File: src/range_max_query_2d_assert.svh
// ----------------------------------------------------------------------------
// range_max_query_2d assertion macros
// shared property forms for the rectangle maximum block
// ----------------------------------------------------------------------------
`ifndef RANGE_MAX_QUERY_2D_ASSERT_SVH
`define RANGE_MAX_QUERY_2D_ASSERT_SVH

// same-cycle implication
`define RMQ_ASSERT_NOW(lbl, clk, rst, ante, cons) \
   lbl: assert property (@(posedge clk) disable iff (rst) (ante) |-> (cons)) \
      else $error("rmq same-cycle check failed");

// next-cycle implication
`define RMQ_ASSERT_NEXT(lbl, clk, rst, ante, cons) \
   lbl: assert property (@(posedge clk) disable iff (rst) (ante) |=> (cons)) \
      else $error("rmq next-cycle check failed");

`endif

File: src/rmq_pkg.sv
// ----------------------------------------------------------------------------
// rmq_pkg
// types, constants and helper functions of the 2d range maximum block
// ----------------------------------------------------------------------------
`default_nettype none

package rmq_pkg;

   localparam int MAX_ROWS       = 64;
   localparam int MAX_COLS       = 64;
   localparam int LEVELS         = 7;
   localparam int VALUE_BITS     = 32;
   localparam int FIELD_BITS     = 7;
   localparam int ROW_BITS       = $clog2(MAX_ROWS);
   localparam int COL_BITS       = $clog2(MAX_COLS);
   localparam int LVL_BITS       = $clog2(LEVELS);
   localparam int PAIR_BITS      = $clog2(LEVELS * LEVELS);
   localparam int GRID_DEPTH     = MAX_ROWS * MAX_COLS;
   localparam int TAB_DEPTH      = LEVELS * LEVELS * GRID_DEPTH;
   localparam int GRID_ADDR_BITS = $clog2(GRID_DEPTH);
   localparam int TAB_ADDR_BITS  = $clog2(TAB_DEPTH);
   localparam int CSR_INDEX_BITS = 1;

   typedef logic [FIELD_BITS-1:0]          coord_type;
   typedef logic signed [VALUE_BITS-1:0]   value_type;
   typedef logic [ROW_BITS-1:0]            row_type;
   typedef logic [COL_BITS-1:0]            col_type;
   typedef logic [LVL_BITS-1:0]            lvl_type;
   typedef logic [GRID_ADDR_BITS-1:0]      grid_addr_type;
   typedef logic [TAB_ADDR_BITS-1:0]       tab_addr_type;
   typedef logic [CSR_INDEX_BITS-1:0]      csr_index_type;

   typedef enum logic [1:0] {
      OP_WRITE = 2'd0,
      OP_BUILD = 2'd1,
      OP_QUERY = 2'd2
   } op_type;

   localparam csr_index_type CSR_ROWS = 1'b0;
   localparam csr_index_type CSR_COLS = 1'b1;

   typedef enum logic [2:0] {
      ST_IDLE,
      ST_BLD_RD,
      ST_BLD_WR,
      ST_Q_RD0,
      ST_Q_RD1,
      ST_Q_FIN
   } state_type;

   typedef struct packed {
      logic capture;
      logic bld_mode;
      logic bld_write;
      logic q_phase1;
      logic q_latch;
      logic q_load;
   } cmd_type;

   typedef struct packed {
      logic bld_last;
      logic q_err;
      logic rsp_busy;
   } status_type;

   function automatic lvl_type lvl_of(input coord_type v);
      lvl_type k;
      k = '0;
      for (int b = 1; b < FIELD_BITS; b++) begin
         if (v[b]) k = LVL_BITS'(b);
      end
      if (k > LVL_BITS'(LEVELS - 1)) k = LVL_BITS'(LEVELS - 1);
      return k;
   endfunction

   function automatic coord_type eff_size(input coord_type v, input coord_type maxv);
      coord_type r;
      r = v;
      if (v == '0) r = coord_type'(1);
      else if (v > maxv) r = maxv;
      return r;
   endfunction

   function automatic coord_type pow2(input lvl_type k);
      return coord_type'(1) << k;
   endfunction

   function automatic tab_addr_type tix(input lvl_type i, input lvl_type j,
                                        input row_type r, input col_type c);
      logic [PAIR_BITS-1:0] p;
      p = PAIR_BITS'(i) * PAIR_BITS'(LEVELS) + PAIR_BITS'(j);
      return TAB_ADDR_BITS'({p, r, c});
   endfunction

   function automatic value_type vmax(input value_type a, input value_type b);
      return (a > b) ? a : b;
   endfunction

endpackage

`default_nettype wire

File: src/rmq_ctrl.sv
// ----------------------------------------------------------------------------
// rmq_ctrl
// sequencer for cell writes, table build and rectangle queries
// ----------------------------------------------------------------------------
`default_nettype none

module rmq_ctrl (
   input  wire logic                clock,
   input  wire logic                reset,
   input  wire logic                req_valid,
   input  wire logic [1:0]          req_operation,
   input  wire rmq_pkg::status_type status,
   output logic                     req_ready,
   output rmq_pkg::cmd_type         cmd
);
   import rmq_pkg::*;

   state_type state_ff;
   state_type state_in;

   always_ff @(posedge clock) begin
      if (reset) state_ff <= ST_IDLE;
      else       state_ff <= state_in;
   end

   always_comb begin
      state_in = state_ff;
      unique case (state_ff)
         ST_IDLE: begin
            if (req_valid) begin
               if (req_operation == OP_BUILD) state_in = ST_BLD_RD;
               else if (req_operation == OP_QUERY) begin
                  state_in = status.q_err ? ST_Q_FIN : ST_Q_RD0;
               end
            end
         end
         ST_BLD_RD: state_in = ST_BLD_WR;
         ST_BLD_WR: state_in = status.bld_last ? ST_IDLE : ST_BLD_RD;
         ST_Q_RD0:  state_in = ST_Q_RD1;
         ST_Q_RD1:  state_in = ST_Q_FIN;
         ST_Q_FIN:  state_in = status.rsp_busy ? ST_Q_FIN : ST_IDLE;
         default:   state_in = ST_IDLE;
      endcase
   end

   always_comb begin
      req_ready     = (state_ff == ST_IDLE);
      cmd.capture   = (state_ff == ST_IDLE) && req_valid;
      cmd.bld_mode  = (state_ff == ST_BLD_RD) || (state_ff == ST_BLD_WR);
      cmd.bld_write = (state_ff == ST_BLD_WR);
      cmd.q_phase1  = (state_ff == ST_Q_RD1) || (state_ff == ST_Q_FIN);
      cmd.q_latch   = (state_ff == ST_Q_RD1);
      cmd.q_load    = (state_ff == ST_Q_FIN) && !status.rsp_busy;
   end

endmodule

`default_nettype wire

File: config.mk
export PLATFORM = sky130hd
export DESIGN_NAME = rmq_ctrl
export DESIGN_NICKNAME = d
export VERILOG_FILES = /design/src/range_max_query_2d_assert.svh /design/src/rmq_pkg.sv /design/src/rmq_ctrl.sv
export SDC_FILE = /design/constraint.sdc
export NUM_CORES = 1
export LEC_CHECK = 0
export ABC_AREA = 1
export BUFFER_PORTS_ARGS = -buffer_cell sky130_fd_sc_hd__buf_2
export CORE_AREA = 2 2 39 41
export CTS_CLUSTER_SIZE = 20
export DETAILED_ROUTE_END_ITERATION = 10
export DIE_AREA = 0 0 41 43
export GPL_TIMING_DRIVEN = 0
export HOLD_SLACK_MARGIN = 0.02
export PLACE_DENSITY_LB_ADDON = 0.25
export SLEW_MARGIN = 10
export SYNTH_ARGS = -nofsm -noshare
export SYNTH_HDL_FRONTEND = slang
export SYNTH_SLANG_ARGS = --single-unit
File: constraint.sdc
create_clock -name clock -period 1.08 [get_ports clock]
set_input_delay 0.108 -clock clock [delete_from_list [all_inputs] [get_ports clock]]
set_output_delay 0.108 -clock clock [all_outputs]
set_load 0.02 [all_outputs]
### After elaboration in Yosys (flattened, before gate mapping)

Cells that the tools add are included.

| word-level totals | value |
|---|---|
| output and inout bits | 7 |
| bits in registers | 3 |
| bits of input ports | 8 |

| cells by class | value |
|---|---|
| reduce and logical (&&, ||, !) cells | 7 |
| equality and inequality tests | 9 |
| mux-type cells | 7 |

Operators by type and width:

| cell | number |
|---|---|
| 3-bit one-hot mux with 6 select lines | 1 |
| 3-bit 2-to-1 mux | 5 |
| 3-bit by 2-bit == test with 1-bit output, second input constant | 2 |
| 3-bit == test, second input constant | 2 |
| 3-bit by 1-bit == test with 1-bit output, second input constant | 1 |
| 3-bit logical NOT | 1 |
| 3-bit by 1-bit != test with 1-bit output, second input constant | 1 |
| 2-bit by 1-bit == test with 1-bit output, second input constant | 1 |
| 2-bit == test, second input constant | 1 |
| 1-bit logical AND | 2 |
| 1-bit logical OR | 2 |
| 2-bit != test, second input constant | 1 |
| 2-bit AND reduction | 1 |
| 1-bit logical NOT | 1 |
| 1-bit 2-to-1 mux | 1 |

### Longest topological paths before layout

Gate-level depths: netlist of run 1.

| logic depth | value |
|---|---|
| word-level depth | 5 |
| depth in mapped cells | 7 |
| mapped depth without buffers | 7 |

### Least setup slack after synthesis of run 1

Ideal clock, no wire load.

| path | value |
|---|---|
| kind | register -> output |
| start point | register state_ff[2] |
| end point | output cmd[4] (netlist bit) |
| cell stages (with the launch flop) | 5 |
| path buffers | 0 |
| required time | 972 ps |
| path slack | 23 ps |
| arrival time | 949 ps |
| path through | dfxtp_1 > inv_2 > nand3_1 > inv_1 > or2_1 |

RTL lines:

| item | RTL line | text |
|---|---|---|
| start: declaration | rmq_ctrl.sv:18 | `state_type state_ff;` |
| start signal: assignment | rmq_ctrl.sv:23 | `else state_ff <= state_in;` |
| end: declaration | rmq_ctrl.sv:14 | `output rmq_pkg::cmd_type cmd` |

==> results of run 1 <==
## worst min path at each step
stage	slack (ps)	depth (start not counted)	end
after global placement	400	4	state_ff[0]
after floorplan	290	3	state_ff[0]
after CTS	150	4	state_ff[0]
after detailed placement	400	4	state_ff[0]
final	160	4	state_ff[2]
after global routing	170	4	state_ff[1]
## report_power, final
group | internal, mW | switching [mW] | leakage, nW
Sequential | 0.145 | 0.0418 | 0.0267
Combinational | 0.261 | 0.299 | 0.230
Clock | 0.139 | 0.0623 | 0.0150
## layer usage
metal,up-vias,share of wire,GRT usage,routed length [µm]
li1,188,-,-,-
met1,156,0.39,0.0955,283
met2,9,0.57,0.188,418
met3,0,0.044,0.0314,32
met4,0,0,0.0600,0
met5,-,0,0,0
## synth_stat cells
| master | n | area (µm²) |
|---|---|---|
| dfxtp_1 | 3 | 60.1 |
| nand3_1 | 4 | 20.0 |
| nand2_2 | 3 | 18.8 |
| inv_2 | 2 | 7.51 |
| nor3_1 | 1 | 5.00 |
| nand2_1 | 9 | 33.8 |
| a21oi_1 | 3 | 15.0 |
| inv_1 | 7 | 26.3 |
| nor2_1 | 10 | 37.5 |
| nand4_1 | 1 | 6.26 |
| or2_1 | 1 | 6.26 |
## cells by family after synthesis
kind of cell    count (synthesis)  share of synthesized area
simple gates                   29                      0.540
buf+inv                         9                      0.143
flops                           3                      0.254
compound gates                  3                     0.0635
## layout make-up
cell class	count	area [µm²]	share of cell area
clock buffers	4	26.3	0.0537
inverters	9	38.8	0.0793
multi-input cells	32	183	0.373
flip-flops and latches	3	71.3	0.146
well taps	16	20.0	0.0409
repair buffers	22	150	0.307
## repair_timing
action / CTS / global route
pin swaps: 3 / 4
endpoints found under the setup margin: 7 / 8
gates resized for setup: 13 / 14
cloned: 0 / 0
setup buffers: 8 / 0
## worst max-delay path, delay by kind of cell (launching register included)
kind / cells / cell delay, ps
DFF: 1 / 370
and+or+nand+nor: 2 / 280
buffers and inverters: 3 / 210
## stage by stage
| step | setup TNS (ps) | area [µm²] | instances | setup WS, ps | hold WS [ps] |
|---|---|---|---|---|---|
| global route | -897 | 489 | 86 | -173 | 174 |
| floorplan | 0 | 236 | 44 | 23.0 | 286 |
| detailed placement | -39.9 | 327 | 74 | -39.9 | 398 |
| global placement | -43.3 | 327 | 74 | -43.3 | 400 |
| finish | -494 | 489 | 86 | -124 | 157 |
| CTS | -688 | 445 | 86 | -136 | 146 |
==> results_dict.tcl, run 1 <==
set metrics [dict create \
    top_regs "state_ff x3" \
    synthCells 44 \
    fp-row-count 14 \
    antenna_cells 0 \
    ir_worst_vdd_mv 0.583 \
    dp_hpwl_um 495 \
    syn_area_um2 236 \
    antenna_found_initial 0 \
    tritoncts "built" \
    gp_congestion 0.687 \
    cts_root_buffer "clkbuf_4" \
    start_util 0.171 \
    cts-buffers-inserted 3 \
    ys_seq_elements 3 \
    grt_max_degree 7 \
    hp-start "reset" \
    crit_start "state_ff[2]" \
    setup-violations-final 7 \
    crit_fanout 4 \
    drv_cap 0 \
    vias 353 \
    drt_iter0_drc 5 \
    die_w_um 41 \
    avgSynthCellArea_um2 5.37 \
    final_nets 79 \
    clk_latency_ps 240 \
    startpoint_type "flop" \
    max_freq_mhz 831 \
    dieHeight_um 43 \
    syn_to_final_growth_pct 107 \
    crit_path_cell_trace "inv_4, nand3_4, inv_2, or2_1, buf_6" \
    tightest_slew_ps 175 \
    grt_pass1_vias 332 \
    r2r-end "state_ff[0]" \
    mostFrequentLayoutCells "buf_4 (11), buf_2 (9), nand2_1 (8)" \
    grt_usage 0.105 \
    ys_seq_area_frac 0.254 \
    drt_pass1_iterations 5 \
    max_flop_register "state_ff" \
    hold_viol 0 \
    critical-path-max-stage-delay_ps 370 \
    via_per_inst 4.10 \
    final.period_utilization 1.11 \
    drc 0 \
    ioPinCount 15 \
    final_common_cell "buf_4" \
    critPathCaptureType "output pin" \
    cts_sinks 3 \
    finClkSkew_ps 7.87 \
    violations "setup timing" \
    p_leak_nw 0.272 \
    clk_pin_slew_ps 30 \
    crit_type "reg -> out" \
    total_power_uw 947 \
    worst_path_max_delay_cell "dfxtp_4" \
    wl_um 734 \
    rrSetupSlack_ps -80 \
    grt.overflow.total 0 \
    yosysWarnings 0 \
    htree_num_levels 1 \
    coreArea_um2 1380 \
    rsz0062_at_grt "yes" \
    die-area_um2 1760 \
    drive_above_1_share 0.614 \
    detail_route.wl_per_cell_um 8.53 \
    pwr_density_cell_nw_per_um2 1940 \
    min_period_ps 1200 \
    fin_util 0.354 \
    crit_required_ps 970 \
    grt_pass1_wl_um 1230 \
    critPathCapture "cmd[4]" \
    io_buffer_count 14 \
    maxSlewViolCount 0 \
    cts_hold_buf 0 \
    r2r-start "state_ff[0]" \
    timing.slew.headroom 0.883 \
    crit_arrival_ps 1100 \
    r2r_cells 8 \
    hold_path_class "in -> reg" \
    largest_reg_flops 3 \
    nFillCells 157 \
    status "finished, violations left" \
    synth_nets 52 \
    drt.antenna.violating_nets 0 \
    clock_path_buffers 2 \
    yosysUniqueCellTypes 11 \
    setup_ws_ps -124 \
]
(Power assumes the default switching activity.)
==> run 2, diff against run 1 <==
Settings changed: HOLD_SLACK_MARGIN 0.02 to 0.05.
Clock period 1.08 ns to 1.2 ns, I/O delays scaled along.
==> run 2 against run 1 <==
The run still ends with setup timing left; worst setup slack better by 110 ps; critical path depth unchanged; routed wire length up 0.82%; die area unchanged; critical endpoint unchanged; register-to-register slack better by 120 ps; design area down 4.9%; combinational power down 15%; sequential power down 16%; highest routed layer unchanged.
==> results_dict.tcl, run 2 (synthesis results as in run 1) <==
set metrics [dict create \
    status "finished, violations left" \
    violations "setup timing" \
    coreArea_um2 1380 \
    ioPinCount 15 \
    pwr_density_cell_nw_per_um2 1740 \
    grt_pass1_vias 331 \
    cts_sinks 3 \
    die-area_um2 1760 \
    grt_pass1_wl_um 1240 \
    min_period_ps 1220 \
    cp_top_family "flip-flops" \
    top_regs "state_ff x3" \
    mostFrequentLayoutCells "buf_2 (12), nor2_1 (8), nand2_1 (8)" \
    start_util 0.171 \
    setup_ws_ps -17.8 \
    finClkSkew_ps 9.20 \
    path_buf_inv 3 \
    clk_pin_slew_ps 40 \
    busiest_layer "met2" \
    gp_congestion 0.687 \
    clock_path_buffers 2 \
    fin_util 0.336 \
    ir_worst_vdd_mv 0.507 \
    grtUsageMet2 0.188 \
    via_per_inst 4.16 \
    grt.overflow.total 0 \
    crit_path_cell_trace "inv_2, nand3_2, inv_2, or2_1, buf_6" \
    worst_path_max_delay_cell "dfxtp_2" \
    final_common_cell "buf_2" \
    cts-buffers-inserted 3 \
    syn_to_final_growth_pct 96.8 \
    antenna_cells 0 \
    hold_path_class "in -> reg" \
    wl_um 740 \
    drt_iter0_drc 2 \
    die_w_um 41 \
    hp-start "reset" \
    max_flop_register "state_ff" \
    tightest_slew_ps 177 \
    fp-row-count 14 \
    final.period_utilization 1.01 \
    tritoncts "built" \
    drive_above_1_share 0.586 \
    grtUsageMet3 0.0314 \
    clk_latency_ps 240 \
    vias 358 \
    timing.slew.headroom 0.881 \
    drc 0 \
    tns_ps -17.8 \
    largest_reg_flops 3 \
    p_leak_nw 0.267 \
    maxSlewViolCount 0 \
    io_buffer_count 14 \
    dp_hpwl_um 495 \
    grt_max_degree 7 \
    htree_num_levels 1 \
    final_nets 79 \
    critPathCaptureType "output pin" \
    hold_viol 0 \
    crit_start "state_ff[0]" \
    use_met1 0.0987 \
    critical-path-max-stage-delay_ps 340 \
    crit_fanout 3 \
    cts_hold_buf 0 \
    crit_required_ps 1080 \
    r2r-start "state_ff[0]" \
    grt_usage 0.106 \
    antenna_found_initial 0 \
    dieHeight_um 43 \
    cts_root_buffer "clkbuf_4" \
    setup-violations-final 1 \
    crit_type "reg -> out" \
    drv_cap 0 \
    max_freq_mhz 821 \
    crit_arrival_ps 1100 \
    rsz0062_at_grt "yes" \
    startpoint_type "flop" \
    crit_path_frequent_cell "inv_2" \
    drt_pass1_iterations 5 \
    fin_cells 86 \
    dp.cells 74 \
    drt.antenna.violating_nets 0 \
    detail_route.wl_per_cell_um 8.60 \
]
run 2: through the flow:
stage	hold WS, ps	power [mW]	setup slack, ps	area [µm²]
6_report	171	0.811	-17.8	465
5_1_grt	187	0.879	-64.3	465
4_1_cts	158	0.795	-28.1	445
3_5_place_dp	410	0.482	68.1	327
3_3_place_gp	412	0.480	64.7	327
2_1_floorplan	298	0.383	131	236
run 2: final timing paths:
check                      to  slack [ps]  depth (start not counted)
setup / recovery       cmd[4]         -20                          5
hold / removal    state_ff[2]         170                          4
setup reg to reg  state_ff[0]          40                          8
hold reg to reg   state_ff[2]         610                          3
run 2: power breakdown:
part	internal [mW]	switching [mW]	leakage, nW	total, mW
Combinational	0.214	0.261	0.225	0.475
Clock	0.125	0.0551	0.0150	0.180
Sequential	0.127	0.0298	0.0261	0.157
Total	0.465	0.346	0.267	0.811
run 2: cell type report:
| type | instances | area [µm²] |
|---|---|---|
| clock buffers | 4 | 26.3 |
| fillers | 163 | 918 |
| inverters | 9 | 36.3 |
| multi-input cells | 32 | 170 |
| flip-flops and latches | 3 | 66.3 |
| well taps | 16 | 20.0 |
| repair buffers | 22 | 146 |
run 2: what timing repair did:
item / in CTS / in global routing
pin swaps: 2 / 5
setup buffers: 9 / 0
endpoints found under the setup margin: 5 / 7
gates resized for setup: 11 / 8
run 2: worst register-to-register path, cell delays in order (launching register included):
cell and delay, ps:
dfxtp_2 330, inv_2 90, nand3_2 80, buf_4 140, buf_4 120, buf_4 130, nor2_4 60, nor2_1 40
nor2_1 100
run 2: layer usage:
layer / share of wire / wire (µm)
met3: 0.049 / 36
met1: 0.38 / 278
met4: 0 / 0
met5: 0 / 0
met2: 0.57 / 425
==> run 3, diff against run 2 <==
Settings changed: ABC_AREA 1 to unset, GPL_TIMING_DRIVEN 0 to unset.
==> run 3 against run 2 <==
Sequential share of layout area shrank 0.072 points; the run still ends with setup timing left; combinational power shrank 35%; die area is the same; synthesized area grew 4.8%; first-iteration DRC count shrank 100%; worst hold slack lost 96 ps; largest cell class unchanged; largest power group unchanged; routed wire length shrank 13%; core utilization grew 1.4 points.
==> results_dict.tcl, run 3 <==
set metrics [dict create \
    grt.overflow.total 0 \
    via_per_inst 4.03 \
    tns_ps -10.5 \
    cts_hold_buf 0 \
    clk_pin_slew_ps 40 \
    die_w_um 41 \
    max_flop_register "state_ff" \
    syn_area_um2 248 \
    avgSynthCellArea_um2 8.26 \
    wl_met3_um 30 \
    worst_path_max_delay_cell "dfxtp_2" \
    p_leak_nw 0.237 \
    setup-violations-final 1 \
    status "finished, violations left" \
    yosysWarnings 0 \
    hold_viol 0 \
    ir_worst_vdd_mv 0.471 \
    yosysTopAreaCell "dfxtp_1" \
    synth_ff_type "dfxtp_1" \
    violations "setup timing" \
    clock_path_buffers 2 \
    crit_start "state_ff[1]" \
    mostFrequentLayoutCells "buf_4 (9), buf_2 (8), buf_6 (5)" \
    wl_um 646 \
    crit_fanout 3 \
    drt_iter0_drc 0 \
    cts_sinks 3 \
    max_freq_mhz 826 \
    pre_cts_ws_ps 123 \
    critPathCaptureType "output pin" \
    dr_wl_met2_um 371 \
    timing.slew.headroom 0.870 \
    antenna_cells 0 \
    yosysUniqueCellTypes 22 \
    start_util 0.179 \
    hold_path_class "in -> reg" \
    nFillCells 153 \
    fin_util 0.351 \
    highest_layer "met3" \
    io_buffer_count 14 \
    ys_seq_elements 3 \
    tritoncts "built" \
    antenna_found_initial 0 \
    rsz0062_at_grt "yes" \
    pwr_density_cell_nw_per_um2 1290 \
    drc 0 \
    largest_reg_flops 3 \
    crit_arrival_ps 1090 \
    ioPinCount 15 \
    finClkSkew_ps 4.28 \
    crit_path_cell_trace "buf_6, nor3_4, and2_4, buf_6" \
    synth_enable_flop_cells 0 \
    synth_top_area_share 0.242 \
    ys_seq_area_frac 0.242 \
    crit_type "reg -> out" \
    drive_above_1_share 0.704 \
    final_common_cell "buf_4" \
    tightest_slew_ps 193 \
    coreArea_um2 1380 \
    drt_pass1_iterations 1 \
    cts-buffers-inserted 3 \
    top_regs "state_ff x3" \
    critical-path-max-stage-delay_ps 320 \
    dp_hpwl_um 439 \
    cts_root_buffer "clkbuf_4" \
    startpoint_type "flop" \
    drv_cap 0 \
    synth_area_leaders "dfxtp_1 (24%), and3b_1 (7.1%), a21oi_1 (6.1%)" \
    grt_pass1_wl_um 1110 \
    fp-row-count 14 \
    r2r-start "state_ff[1]" \
    path_buf_inv 2 \
    grt_max_degree 9 \
    dieHeight_um 43 \
    min_period_ps 1210 \
    ys_top_cells_by_count "a21oi_1 (3), dfxtp_1 (3), nor2_1 (3)" \
    final_nets 63 \
    synthCells 30 \
    synth_nets 38 \
    vias 282 \
    maxSlewViolCount 0 \
    async_reset_ff_frac 0 \
    grt_pass1_vias 288 \
    crit_required_ps 1080 \
    htree_num_levels 1 \
    gp_congestion 0.741 \
    hp-start "reset" \
    final.period_utilization 1.01 \
    syn_to_final_growth_pct 96.0 \
    cp_top_family "flip-flops" \
    drt.antenna.violating_nets 0 \
    detail_route.wl_per_cell_um 9.23 \
    wl_met1_um 244 \
    grt_usage 0.0964 \
    crit_path_frequent_cell "buf_6" \
    setup_ws_ps -10.5 \
    timing.hold.ws_ps 75.1 \
    die-area_um2 1760 \
    clk_latency_ps 230 \
]
[run 3: cell types whose count changed after synthesis, moves of 2 or more]
cell and change:
nand2_1 -9, nor2_1 -7, nand2_2 -3, nand3_1 -4, inv_1 -5, and3b_1 +2
[run 3: routing by layer]
layer / global-route usage / up-vias
li1: - / 152
met1: 0.109 / 122
met2: 0.156 / 8
met3: 0.0157 / 0
met4: 0.0600 / 0
met5: 0 / -
[run 3: layout make-up]
cell class                 instances  area, µm²  area share
multi-input combinational         22        195       0.402
clock buffer                       4       26.3      0.0541
sequential                         3       68.8       0.142
inverter                           3       11.3      0.0232
tap                               16       20.0      0.0412
timing repair buffer              22        164       0.338
[run 3: path summary, 6_finish.rpt]
| kind | endpoint | slack (ps) | depth (start not counted) |
|---|---|---|---|
| max | cmd[5] | -10 | 4 |
| min | state_ff[1] | 80 | 2 |
| max reg2reg | state_ff[0] | 80 | 5 |
| min reg2reg | state_ff[1] | 510 | 1 |
[run 3: worst register-to-register path: stages (launching register included)]
cell	delay [ps]
dfxtp_2	320
buf_6	120
buf_4	120
buf_4	120
a21oi_1	160
nor3b_2	190
[run 3: logic make-up (layout without fill, tap and decap cells)]
| family | after synthesis | in the layout | synth area share |
|---|---|---|---|
| compound gates | 7 | 7 | 0.177 |
| simple gates | 13 | 13 | 0.399 |
| xor+xnor | 2 | 2 | 0.0707 |
| buf+inv | 5 | 29 | 0.111 |
| flops | 3 | 3 | 0.242 |
[run 3: stage by stage]
step                power (mW)  area, µm²  instances
global route             0.675        485         70
global placement         0.351        343         60
CTS                      0.592        422         68
detailed placement       0.350        343         60
floorplan                0.294        254         30
finish                   0.625        485         70
[run 3: what timing repair did]
action,in CTS,in global routing
setup buffers,4,3
pin swaps,2,4
endpoints found under the setup margin,6,8
resized for setup,9,14
[run 3: power by group]
group	switching, mW	internal, mW
clock	0.0505	0.124
sequential	0.0245	0.116
combinational	0.141	0.168
total	0.216	0.409
